<file path="config.mk">
export PLATFORM = sky130hd
export DESIGN_NAME = ibus_frame_decoder
export DESIGN_NICKNAME = d
export VERILOG_FILES = /design/src/rtl/core/ibfd_pkg.sv /design/src/rtl/core/ibfd_chan_mem.sv /design/src/rtl/core/ibfd_frame_asm.sv /design/src/rtl/core/ibfd_emit_seq.sv /design/src/rtl/core/ibus_frame_decoder.sv
export SDC_FILE = /design/constraint.sdc
export NUM_CORES = 1
export LEC_CHECK = 0
export BUFFER_PORTS_ARGS = -buffer_cell sky130_fd_sc_hd__buf_2
export CAP_MARGIN = 25
export CORE_ASPECT_RATIO = 1.75
export CORE_MARGIN = 1
export CORE_UTILIZATION = 33
export DETAILED_ROUTE_END_ITERATION = 10
export MAX_ROUTING_LAYER = met4
export SYNTH_ARGS = -nofsm -noshare
export SYNTH_HDL_FRONTEND = slang
export SYNTH_SLANG_ARGS = --single-unit
</file>
<file path="constraint.sdc">
create_clock -name clock -period 5.05 [get_ports clock]
set_input_delay 0 -clock clock [delete_from_list [all_inputs] [get_ports clock]]
set_output_delay 0 -clock clock [all_outputs]
set_load 0.02 [all_outputs]
</file>
<file path="src/rtl/core/ibfd_pkg.sv">
// ----------------------------------------------------------------------------
// ibfd_pkg
// Shared types and codes of the serial receiver frame decoder: channel
// payloads, input functions, result status codes and register indexes.
// ----------------------------------------------------------------------------
`default_nettype none

package ibfd_pkg;

   localparam int unsigned BYTE_W  = 8;
   localparam int unsigned VALUE_W = 16;
   localparam int unsigned INDEX_W = 4;

   localparam logic [VALUE_W-1:0] SUM_SEED = 16'hFFFF;

   typedef enum logic {
      FUNC_BYTE   = 1'b0,
      FUNC_RESYNC = 1'b1
   } func_type;

   typedef enum logic [1:0] {
      STATUS_OK       = 2'd0,
      STATUS_BAD_HDR  = 2'd1,
      STATUS_BAD_CMD  = 2'd2,
      STATUS_BAD_CSUM = 2'd3
   } status_type;

   typedef enum logic [0:0] {
      CSR_HEADER  = 1'b0,
      CSR_COMMAND = 1'b1
   } csr_index_type;

   typedef struct packed {
      func_type          func;
      logic [BYTE_W-1:0] rx_byte;
   } req_type;

   typedef struct packed {
      status_type         status;
      logic [INDEX_W-1:0] channel_index;
      logic [VALUE_W-1:0] channel_value;
      logic               last;
   } rsp_type;

   // Frame end report from the byte side to the result sequencer.
   typedef struct packed {
      logic       start;
      status_type status;
   } job_type;

endpackage

`default_nettype wire

</file>
<file path="src/rtl/core/ibfd_chan_mem.sv">
// ----------------------------------------------------------------------------
// ibfd_chan_mem
// Channel value store: one write port, one read port with registered data.
// ----------------------------------------------------------------------------
`default_nettype none

module ibfd_chan_mem #(
   parameter int unsigned DEPTH  = 14,
   parameter int unsigned ADDR_W = 4
) (
   input  wire logic                          clock,
   input  wire logic                          wr_en,
   input  wire logic [ADDR_W-1:0]             wr_addr,
   input  wire logic [ibfd_pkg::VALUE_W-1:0]  wr_data,
   input  wire logic                          rd_en,
   input  wire logic [ADDR_W-1:0]             rd_addr,
   output logic      [ibfd_pkg::VALUE_W-1:0]  rd_data
);
   import ibfd_pkg::*;

   logic [VALUE_W-1:0] mem_ff [DEPTH];
   logic [VALUE_W-1:0] rd_data_ff;

   always_ff @(posedge clock) begin
      if (wr_en) begin
         mem_ff[wr_addr] <= wr_data;
      end
   end

   always_ff @(posedge clock) begin
      if (rd_en) begin
         rd_data_ff <= mem_ff[rd_addr];
      end
   end

   assign rd_data = rd_data_ff;

endmodule

`default_nettype wire

</file>
<file path="src/rtl/core/ibfd_frame_asm.sv">
// ----------------------------------------------------------------------------
// ibfd_frame_asm
// Byte side of the decoder: tracks the frame position, the running checksum
// and the header and command matches, writes channel pairs into the store
// and reports each frame end to the result sequencer.
// ----------------------------------------------------------------------------
`default_nettype none

module ibfd_frame_asm #(
   parameter int unsigned FRAME_BYTES = 32,
   parameter int unsigned CHANNELS    = 14,
   parameter int unsigned ADDR_W      = 4
) (
   input  wire logic                          clock,
   input  wire logic                          reset,
   input  wire logic                          req_valid,
   input  wire ibfd_pkg::req_type             req_data,
   output logic                               req_stall,
   input  wire logic [ibfd_pkg::BYTE_W-1:0]   header_value,
   input  wire logic [ibfd_pkg::BYTE_W-1:0]   command_value,
   input  wire logic                          job_busy,
   output ibfd_pkg::job_type                  job,
   output logic                               mem_wr_en,
   output logic      [ADDR_W-1:0]             mem_wr_addr,
   output logic      [ibfd_pkg::VALUE_W-1:0]  mem_wr_data
);
   import ibfd_pkg::*;

   localparam int unsigned POS_W = $clog2(FRAME_BYTES);
   localparam logic [POS_W-1:0] CS_POS = POS_W'(FRAME_BYTES - 2);

   logic [POS_W-1:0]   pos_ff, pos_in;
   logic [VALUE_W-1:0] sum_ff, sum_in;
   logic               hdr_ok_ff, hdr_ok_in;
   logic               cmd_ok_ff, cmd_ok_in;
   logic [BYTE_W-1:0]  low_ff, low_in;

   logic [POS_W-1:0]   chan;
   logic               wr_slot;
   logic               accept;
   logic [VALUE_W-1:0] csum;

   // A high byte of a channel pair lands on an odd position inside the data area.
   always_comb begin
      chan    = (pos_ff - POS_W'(2)) >> 1;
      wr_slot = (pos_ff >= POS_W'(2)) && (pos_ff < CS_POS) && pos_ff[0] &&
                (32'(chan) < CHANNELS);
   end

   // The store cannot take a new frame's channels while the previous frame's
   // results are still being read out of it.
   assign req_stall = job_busy && wr_slot;
   assign accept    = req_valid && !req_stall;

   assign mem_wr_en   = accept && (req_data.func == FUNC_BYTE) && wr_slot;
   assign mem_wr_addr = ADDR_W'(chan);
   assign mem_wr_data = {req_data.rx_byte, low_ff};
   assign csum        = {req_data.rx_byte, low_ff};

   always_comb begin
      pos_in     = pos_ff;
      sum_in     = sum_ff;
      hdr_ok_in  = hdr_ok_ff;
      cmd_ok_in  = cmd_ok_ff;
      low_in     = low_ff;
      job.start  = 1'b0;
      job.status = STATUS_OK;
      if (accept) begin
         if (req_data.func == FUNC_RESYNC) begin
            pos_in    = '0;
            sum_in    = SUM_SEED;
            hdr_ok_in = 1'b0;
            cmd_ok_in = 1'b0;
            low_in    = '0;
         end else if (pos_ff < CS_POS) begin
            sum_in = sum_ff - VALUE_W'(req_data.rx_byte);
            if (pos_ff == POS_W'(0)) begin
               hdr_ok_in = (req_data.rx_byte == header_value);
            end else if (pos_ff == POS_W'(1)) begin
               cmd_ok_in = (req_data.rx_byte == command_value);
            end else if (!pos_ff[0]) begin
               low_in = req_data.rx_byte;
            end
            pos_in = pos_ff + POS_W'(1);
         end else if (pos_ff == CS_POS) begin
            low_in = req_data.rx_byte;
            pos_in = pos_ff + POS_W'(1);
         end else begin
            job.start = 1'b1;
            if (!hdr_ok_ff) begin
               job.status = STATUS_BAD_HDR;
            end else if (!cmd_ok_ff) begin
               job.status = STATUS_BAD_CMD;
            end else if (csum != sum_ff) begin
               job.status = STATUS_BAD_CSUM;
            end else begin
               job.status = STATUS_OK;
            end
            pos_in    = '0;
            sum_in    = SUM_SEED;
            hdr_ok_in = 1'b0;
            cmd_ok_in = 1'b0;
            low_in    = '0;
         end
      end
   end

   always_ff @(posedge clock) begin
      if (reset) begin
         pos_ff    <= '0;
         sum_ff    <= SUM_SEED;
         hdr_ok_ff <= 1'b0;
         cmd_ok_ff <= 1'b0;
         low_ff    <= '0;
      end else begin
         pos_ff    <= pos_in;
         sum_ff    <= sum_in;
         hdr_ok_ff <= hdr_ok_in;
         cmd_ok_ff <= cmd_ok_in;
         low_ff    <= low_in;
      end
   end

endmodule

`default_nettype wire

</file>
<file path="src/rtl/core/ibfd_emit_seq.sv">
// ----------------------------------------------------------------------------
// ibfd_emit_seq
// Result sequencer: at each frame end it walks the channel store, one read a
// cycle unless stalled, or issues a single error result into the result register.
// ----------------------------------------------------------------------------
`default_nettype none

module ibfd_emit_seq #(
   parameter int unsigned FRAME_BYTES = 32,
   parameter int unsigned CHANNELS    = 14,
   parameter int unsigned ADDR_W      = 4
) (
   input  wire logic                          clock,
   input  wire logic                          reset,
   input  wire ibfd_pkg::job_type             job,
   output logic                               job_busy,
   output logic                               mem_rd_en,
   output logic      [ADDR_W-1:0]             mem_rd_addr,
   input  wire logic [ibfd_pkg::VALUE_W-1:0]  mem_rd_data,
   output logic                               rsp_valid,
   input  wire logic                          rsp_stall,
   output ibfd_pkg::rsp_type                  rsp_data
);
   import ibfd_pkg::*;

   // Channels whose byte pair lies wholly inside the data area.
   localparam int unsigned DATA_CHANNELS = (FRAME_BYTES - 4) / 2;
   localparam logic [ADDR_W-1:0] LAST_IDX = ADDR_W'(CHANNELS - 1);

   logic              act_ff, act_in;
   status_type        jst_ff, jst_in;
   logic [ADDR_W-1:0] jidx_ff, jidx_in;

   logic              s1_vld_ff, s1_vld_in;
   status_type        s1_st_ff, s1_st_in;
   logic [ADDR_W-1:0] s1_idx_ff, s1_idx_in;
   logic              s1_last_ff, s1_last_in;
   logic              s1_zero_ff, s1_zero_in;

   logic              out_vld_ff, out_vld_in;
   rsp_type           out_ff, out_in;

   logic              issue;
   logic              out_load;
   logic              job_last;

   assign out_load = s1_vld_ff && (!out_vld_ff || !rsp_stall);
   assign issue    = act_ff && (!s1_vld_ff || out_load);
   assign job_last = (jst_ff != STATUS_OK) || (jidx_ff == LAST_IDX);

   // The store's read data only moves when a new read is issued, so it holds
   // while the first stage waits on a stalled result register.
   assign mem_rd_en   = issue;
   assign mem_rd_addr = jidx_ff;
   assign job_busy    = act_ff;

   always_comb begin
      act_in  = act_ff;
      jst_in  = jst_ff;
      jidx_in = jidx_ff;
      if (job.start) begin
         act_in  = 1'b1;
         jst_in  = job.status;
         jidx_in = '0;
      end else if (issue) begin
         if (job_last) begin
            act_in = 1'b0;
         end else begin
            jidx_in = jidx_ff + ADDR_W'(1);
         end
      end
   end

   always_comb begin
      s1_vld_in  = s1_vld_ff;
      s1_st_in   = s1_st_ff;
      s1_idx_in  = s1_idx_ff;
      s1_last_in = s1_last_ff;
      s1_zero_in = s1_zero_ff;
      if (issue) begin
         s1_vld_in  = 1'b1;
         s1_st_in   = jst_ff;
         s1_last_in = job_last;
         if (jst_ff == STATUS_OK) begin
            s1_idx_in  = jidx_ff;
            s1_zero_in = (32'(jidx_ff) >= DATA_CHANNELS);
         end else begin
            s1_idx_in  = '0;
            s1_zero_in = 1'b1;
         end
      end else if (out_load) begin
         s1_vld_in = 1'b0;
      end
   end

   always_comb begin
      out_vld_in = out_vld_ff;
      out_in     = out_ff;
      if (out_load) begin
         out_vld_in           = 1'b1;
         out_in.status        = s1_st_ff;
         out_in.channel_index = INDEX_W'(s1_idx_ff);
         out_in.channel_value = s1_zero_ff ? '0 : mem_rd_data;
         out_in.last          = s1_last_ff;
      end else if (!rsp_stall) begin
         out_vld_in = 1'b0;
      end
   end

   always_ff @(posedge clock) begin
      if (reset) begin
         act_ff     <= 1'b0;
         s1_vld_ff  <= 1'b0;
         out_vld_ff <= 1'b0;
      end else begin
         act_ff     <= act_in;
         s1_vld_ff  <= s1_vld_in;
         out_vld_ff <= out_vld_in;
      end
   end

   always_ff @(posedge clock) begin
      jst_ff     <= jst_in;
      jidx_ff    <= jidx_in;
      s1_st_ff   <= s1_st_in;
      s1_idx_ff  <= s1_idx_in;
      s1_last_ff <= s1_last_in;
      s1_zero_ff <= s1_zero_in;
      out_ff     <= out_in;
   end

   assign rsp_valid = out_vld_ff;
   assign rsp_data  = out_ff;

endmodule

`default_nettype wire

</file>
<file path="src/rtl/core/ibus_frame_decoder.sv">
// ----------------------------------------------------------------------------
// ibus_frame_decoder
// Assembles fixed-length receiver frames from serial bytes and reports every
// channel value, or one error result, at each frame end.
//
// Usage: each req transfer carries one received byte, or a resync that drops
// any partial frame. Bytes are taken one per cycle while req_stall is low. The byte that ends a
// frame starts the result walk: CHANNELS rsp transfers with status ok, the
// last one flagged, or a single error result (bad header, bad command or bad
// checksum, in that order). The first result passes from the final byte's
// transfer through the job, first-stage and result registers, and the rest
// follow one per cycle, paced by the one read port of the channel store.
// Bytes of the next frame keep flowing during the walk; only a byte that would
// overwrite a stored channel waits (req_stall) until the walk ends. A stalled
// rsp_stall holds the current result and, through it, the walk. Reset empties
// the result path, restarts the frame at byte zero and loads the standard
// header and command values; csr writes change them for bytes that follow.
// ----------------------------------------------------------------------------
`default_nettype none

module ibus_frame_decoder #(
   parameter int unsigned FRAME_BYTES = 32,
   parameter int unsigned CHANNELS    = 14
) (
   input  wire logic                          clock,
   input  wire logic                          reset,
   input  wire logic                          req_valid,
   output logic                               req_stall,
   input  wire ibfd_pkg::req_type             req_data,
   output logic                               rsp_valid,
   input  wire logic                          rsp_stall,
   output ibfd_pkg::rsp_type                  rsp_data,
   input  wire logic                          csr_wr_en,
   input  wire ibfd_pkg::csr_index_type       csr_index,
   input  wire logic [ibfd_pkg::BYTE_W-1:0]   csr_wdata
);
   import ibfd_pkg::*;

   localparam int unsigned ADDR_W = (CHANNELS > 1) ? $clog2(CHANNELS) : 1;

   logic [BYTE_W-1:0]  hdr_ff, hdr_in;
   logic [BYTE_W-1:0]  cmd_ff, cmd_in;

   job_type            job;
   logic               job_busy;
   logic               wr_en;
   logic [ADDR_W-1:0]  wr_addr;
   logic [VALUE_W-1:0] wr_data;
   logic               rd_en;
   logic [ADDR_W-1:0]  rd_addr;
   logic [VALUE_W-1:0] rd_data;

   always_comb begin
      hdr_in = hdr_ff;
      cmd_in = cmd_ff;
      if (csr_wr_en) begin
         case (csr_index)
            CSR_HEADER:  hdr_in = csr_wdata;
            CSR_COMMAND: cmd_in = csr_wdata;
            default:     hdr_in = hdr_ff;
         endcase
      end
   end

   always_ff @(posedge clock) begin
      if (reset) begin
         hdr_ff <= 8'h20;
         cmd_ff <= 8'h40;
      end else begin
         hdr_ff <= hdr_in;
         cmd_ff <= cmd_in;
      end
   end

   ibfd_frame_asm #(
      .FRAME_BYTES (FRAME_BYTES),
      .CHANNELS    (CHANNELS),
      .ADDR_W      (ADDR_W)
   ) u_asm (
      .clock         (clock),
      .reset         (reset),
      .req_valid     (req_valid),
      .req_data      (req_data),
      .req_stall     (req_stall),
      .header_value  (hdr_ff),
      .command_value (cmd_ff),
      .job_busy      (job_busy),
      .job           (job),
      .mem_wr_en     (wr_en),
      .mem_wr_addr   (wr_addr),
      .mem_wr_data   (wr_data)
   );

   ibfd_chan_mem #(
      .DEPTH  (CHANNELS),
      .ADDR_W (ADDR_W)
   ) u_mem (
      .clock   (clock),
      .wr_en   (wr_en),
      .wr_addr (wr_addr),
      .wr_data (wr_data),
      .rd_en   (rd_en),
      .rd_addr (rd_addr),
      .rd_data (rd_data)
   );

   ibfd_emit_seq #(
      .FRAME_BYTES (FRAME_BYTES),
      .CHANNELS    (CHANNELS),
      .ADDR_W      (ADDR_W)
   ) u_emit (
      .clock       (clock),
      .reset       (reset),
      .job         (job),
      .job_busy    (job_busy),
      .mem_rd_en   (rd_en),
      .mem_rd_addr (rd_addr),
      .mem_rd_data (rd_data),
      .rsp_valid   (rsp_valid),
      .rsp_stall   (rsp_stall),
      .rsp_data    (rsp_data)
   );

endmodule

`default_nettype wire

</file>
# Yosys cells after proc, flatten, opt, wreduce, memory -nomap -nowiden
# Memories as Yosys holds them, arrays and structs flattened. A register that Yosys moved wholly into a read port is not among the register bits.
# Index checks and enable logic that the tools add are counted.
[totals] register_bits=87 ram_bits=224 output_inout_bits=25 elab_cells=116 memories=1
[mem_list] memory="u_mem.mem_ff" depth=14 word_bits=16 rd=1 rd_clocked_by_memory_dff=1 wr=1 line="ibfd_chan_mem.sv:21" source="logic [VALUE_W-1:0] mem_ff [DEPTH];"
[op_classes] add_sub_neg=4 n_lt_le_gt_ge=4 eq_ne=13 mux=36 bitwise_logic=5 n_reduce_logical=32
[op_table] operator="$mux W16" n=3
[op_table] operator="$mux W8" n=6
[op_table] operator="$mux W1" n=17
[op_table] operator="$eq A8 B8 Y1" n=2
[op_table] operator="$ne A16 B16 Y1" n=1
[op_table] operator="$sub A16 B8 Y16" n=1
[op_table] operator="$mux W5" n=3
[op_table] operator="$ne A3 B3 Y1 const B" n=5
[op_table] operator="$mux W3" n=4
[op_table] operator="$reduce_and A2 Y1" n=5
[op_table] operator="$logic_and A1 B1 Y1" n=9
[op_table] operator="$reduce_and A4 Y1" n=2
[op_table] operator="$reduce_bool A2 Y1" n=4
[op_table] operator="$mux W2" n=3
[op_table] operator="$add A5 B1 Y5 const B" n=1
[op_table] operator="$eq A5 B1 Y1 const B" n=1
[op_table] operator="$eq A5 B5 Y1 const B" n=1
[op_table] operator="$ge A5 B2 Y1 const B" n=1
[op_table] operator="$logic_not A5 Y1" n=1
[op_table] operator="$lt A5 B5 Y1 const B" n=1
[op_table] operator="$not A1 Y1" n=5
[op_table] operator="$reduce_or A5 Y1" n=1
[op_table] operator="$sub A5 B2 Y5 const B" n=1
[op_table] operator="$add A4 B1 Y4 const B" n=1
[op_table] operator="other kinds (10)" n=15

# Longest topological paths before layout
[depth] word_depth=11 depth_mapped=10 mapped_depth_nobuf=9

# Modules after synthesis
# Synthesis repeated with hierarchy kept, for this count alone.
[unflattened] hier_cells=869 hier_area_um2=13644.3
[by_module_without_submodules] mod="ibfd_chan_mem" instances=1 cells_each=395 area_each_um2=9081.2
[by_module_without_submodules] mod="ibfd_frame_asm" instances=1 cells_each=315 area_each_um2=2417.3
[by_module_without_submodules] mod="ibfd_emit_seq" instances=1 cells_each=97 area_each_um2=1490.2
[by_module_without_submodules] mod="ibus_frame_decoder" instances=1 cells_each=62 area_each_um2=655.6

# Worst setup path after synthesis
# Ideal clock, no wire load.
[synth_timing] path_type="flip-flop to flip-flop" startpoint="register u_emit.out_vld_ff (netlist: u_emit.rsp_valid)" endpoint="register u_emit.out_ff, in the netlist u_emit.rsp_data[0] (enable)" setup_time_ns=0.438 arrival_time_ns=2.117 t_required_ns=4.612 setup_slack_ns=2.495 stages_incl_launch_ff=2 path_buffers=0 path_cell_list="dfxtp_1 a21boi_0"
[synth_between] elab_chain_cells=3
[synth_lines] element="start, declared" line="ibfd_emit_seq.sv:40" source="logic out_vld_ff, out_vld_in;"
[synth_lines] element="start signal, assigned" line="ibfd_emit_seq.sv:118" source="out_vld_ff <= out_vld_in;"
[synth_lines] element="$logic_not A1 Y1" line="ibfd_emit_seq.sv:47" source="assign out_load = s1_vld_ff && (!out_vld_ff || !rsp_stall);"
[synth_lines] element="$logic_or A1 B1 Y1" line="ibfd_emit_seq.sv:47"
[synth_lines] element="$logic_and A1 B1 Y1" line="ibfd_emit_seq.sv:47"
[synth_lines] element="net u_emit.out_load" line="ibfd_emit_seq.sv:44" source="logic out_load;"
[synth_lines] element="end signal, assigned" line="ibfd_emit_seq.sv:129" source="out_ff <= out_in;"
[synth_lines] element="end, declared" line="ibfd_emit_seq.sv:41" source="rsp_type out_ff, out_in;"
# The timed path passes the listed nets, and every way through them passes these cells.
# A chain may end at the register's enable or synchronous reset.

# Worst setup path after layout
[layout_timing] startpoint="register u_asm.pos_ff[1]" endpoint="memory u_mem.mem_ff[1][4] (enable)"
[layout_between] elab_chain_cells=11
[layout_lines] element="start, declared" line="ibfd_frame_asm.sv:32" source="logic [POS_W-1:0] pos_ff, pos_in;"
[layout_lines] element="start signal, assigned" line="ibfd_frame_asm.sv:116" source="pos_ff <= pos_in;"
[layout_lines] element="parallel branches: the longest is 11 deep, another holds $sub A5 B2 Y5"
[layout_lines] element="end, declared" line="ibfd_chan_mem.sv:21"
# Several ways; the timed one is not identified.

==> impl_metrics.tcl <==
set metrics [dict create \
    outcome "completed" \
    max_freq_mhz 333 \
    cts_tree "built" \
    synth_fa_ha_area_frac 0.0210 \
    post_cts_buffers 0 \
    dieArea_um2 41600 \
    drtIter0Drc 421 \
    grt_max_degree 47 \
    fin_crit_sh 0.594 \
    drv_cap 0 \
    final_core_util 0.386 \
    gp_congestion 0.833 \
    routed_via_density 5.04 \
    startpoint_type "flop" \
    cts_sinks 327 \
    fin_crit_ns 3.00 \
    antenna_found_initial 0 \
    synthesis.area_um2 13500 \
    fin_tns_setup_ns 0 \
    ios 48 \
    grt_usage 0.149 \
    yosysSeqAreaShare 0.690 \
    syn_nets 861 \
    fill_cells 3673 \
    cp_max_fo 16 \
    reg2reg_depth 8 \
    crit_required_ns 5.23 \
    ys_ff_latch 327 \
    drt_pass1_iterations 4 \
    synthMuxAreaShare 0.127 \
    dp_hpwl_mm 20.0 \
    worstPathArrival_ns 3.18 \
    skew_ns 0.0206 \
    grt_pass1_wl_mm 45.1 \
    avgRoutedWirePerCell_um 20.7 \
    dieWidth_um 155 \
    finalSetupViolations 0 \
    cts_root_buf "clkbuf_16" \
    route.detailed.drc 0 \
    seqCellArea_um2 9280 \
    slew_headroom 0.347 \
    clock_path_buffers 3 \
    num_rows 97 \
    drv_slew 0 \
    routed_wl_mm 29.1 \
    antenna_left 0 \
    hold_viol 0 \
    synth_cell_types 58 \
    ys_warn_count 0 \
    initial_core_util 0.336 \
    endpoint_kind "flop" \
    synth_xor_area_frac 0.0300 \
    synthArstFlopShare 0 \
    diodes 0 \
    p_leak_uw 0.00503 \
    rsz0062_at_grt "no" \
    drive_above_1_share 0.217 \
    synth_top_family_by_area "multiplexers" \
    vdd_drop_max_mv 0.224 \
    area_delta_synth_final_pct 15.0 \
    syn_inst 816 \
    synth_edf_count 273 \
    cts_resized 0 \
    yosysTopAreaCellShare 0.609 \
    grt_pass1_vias 7451 \
    fin_nets 932 \
    insertion_delay_ns 0.57 \
    multi_input_area_um2 3940 \
    synth.area.top_cells "edfxtp_1, mux4_2, dfxtp_1, ha_1, xnor2_1" \
    htreeDepth 1 \
    p_per_area_nw_per_um2 352 \
    synthTopCellsByCount "edfxtp_1, mux4_2, dfxtp_1" \
    grt-ovfl-total 0 \
    min_path_cells 2 \
    worst_pin_slew_ns 0.979 \
    hold_path_class "input pin to flop" \
    syn_avg_cell_area_um2 16.5 \
    core_um2 40100 \
    die_y_um 269 \
    yosys.area.top_type "edfxtp_1" \
    worstSetupPathType "flop to flop" \
    synth_simple_gate_area_share 0.0757 \
    cts_buffers 28 \
    synth_flop_cell "edfxtp_1" \
    yosysMostFrequentCell "edfxtp_1" \
    port_buffers 47 \
    vias 7075 \
    synth_compound_area_frac 0.0383 \
    clk_pin_slew_worst_paths_ns 0.07 \
]
-- worst max-delay path, cell delays in order (launching register included) --
cell and delay, ns:
dfxtp_1 0.50, inv_1 0.19, ha_1 0.33, nand2b_4 0.14, o21ai_4 0.07, nand3_1 0.09, o2111ai_1 0.21, nor2_1 0.31
and2_1 0.76
-- layout make-up --
| class | count | area share |
|---|---|---|
| tap | 495 | 0.0400 |
| timing repair buffer | 81 | 0.0362 |
| sequential | 327 | 0.600 |
| clock inverter | 17 | 0.0133 |
| multi-input combinational | 428 | 0.254 |
| inverter | 21 | 0.00526 |
| clock buffer | 35 | 0.0503 |
-- what timing repair did --
item	in CTS	in global routing
hold buffers	28	0
endpoints found under the hold margin	148	0
endpoints found under the setup margin	0	0
-- sequential cells by signal (all words and copies together), names as in the netlist --
| register | cells |
|---|---|
| u_emit.rsp_data | 23 |
| u_asm.hdr_ok_ff | 1 |
| u_emit.rsp_valid | 1 |
| u_asm.low_ff | 8 |
| u_emit.s1_idx_ff | 4 |
| u_emit.mem_rd_addr | 4 |
| u_emit.jst_ff | 2 |
| cmd_ff | 8 |
| u_mem.mem_ff | 224 |
| u_emit.s1_last_ff | 1 |
| u_asm.sum_ff | 16 |
| u_emit.s1_st_ff | 2 |
| u_emit.job_busy | 1 |
| u_asm.pos_ff | 5 |
| u_emit.s1_vld_ff | 1 |
| u_emit.s1_zero_ff | 1 |
| u_mem.rd_data | 16 |
| u_asm.cmd_ok_ff | 1 |
| hdr_ff | 8 |
-- worst paths after layout --
kind / end / slack (ns) / start
min reg2reg: u_emit.rsp_data[20] / 0.42 / u_emit.s1_idx_ff[3]
max reg2reg: u_mem.mem_ff[1][4] / 2.05 / u_asm.pos_ff[1]
max: u_mem.mem_ff[1][4] / 2.05 / u_asm.pos_ff[1]
min: u_emit.rsp_valid / 0.03 / reset
-- kinds of logic (layout without fill, tap and decap cells) --
kind of cell	count (synthesis)	in the layout
DFF	327	327
adders and majority gates	22	22
and+or+nand+nor	195	195
buffers and inverters	61	154
xor gates and xnor gates	46	46
muxes	89	89
AOI/OAI and AO/OA	76	76
-- per-layer routing --
layer  part of all wire  global-route usage  wire length, µm
met1               0.37               0.153            10800
met2               0.57               0.292            16700
met3              0.024              0.0135              712
met4              0.030              0.0538              879
met5                  0                   -                0
-- through the flow --
step / hold slack, ns / cells / power, µW / area, µm² / setup WS (ns)
floorplan: 0.0989 / 816 / 3110 / 13500 / 2.49
global placement: 0.230 / 1324 / 3180 / 14200 / 2.17
detailed placement: 0.242 / 1324 / 3190 / 14200 / 2.02
CTS: 0.0113 / 1404 / 5500 / 15500 / 1.99
global route: 0.0619 / 1404 / 5600 / 15500 / 1.77
finish: 0.0301 / 1404 / 5440 / 15500 / 2.05
-- report_power, final --
part / internal [µW] / total, µW / leakage (µW) / switching [µW]
clock: 1310 / 2300 / 0.000484 / 993
combinational: 79.0 / 192 / 0.00163 / 114
sequential: 2920 / 2950 / 0.00293 / 26.6
total: 4310 / 5440 / 0.00503 / 1130
-- cells in the final DEF (no fill, tap or decap), types with 3 or more instances in the layout --
cell type / instances
nand3_1: 16
or3_1: 3
clkbuf_8: 3
a21o_1: 4
xnor2_1: 24
o211ai_1: 3
or4_1: 4
nor3_1: 10
dfxtp_1: 52
xor2_1: 22
clkbuf_16: 29
clkbuf_1: 3
ha_1: 21
mux2i_1: 9
nand2b_1: 15
buf_4: 6
edfxtp_1: 273
mux2_2: 16
a211oi_1: 4
o31ai_1: 3
and3_1: 4
o21ai_0: 8
buf_2: 47
a21oi_1: 32
inv_1: 20
clkinv_2: 6
nand2_1: 53
and2_1: 17
dlygate4sd3_1: 28
nor2_1: 26
mux4_2: 64
nor2b_1: 18
nand4_1: 8
nor4_1: 10
bufinv_16: 4
Note: power is estimated with default switching activity, not from simulation.
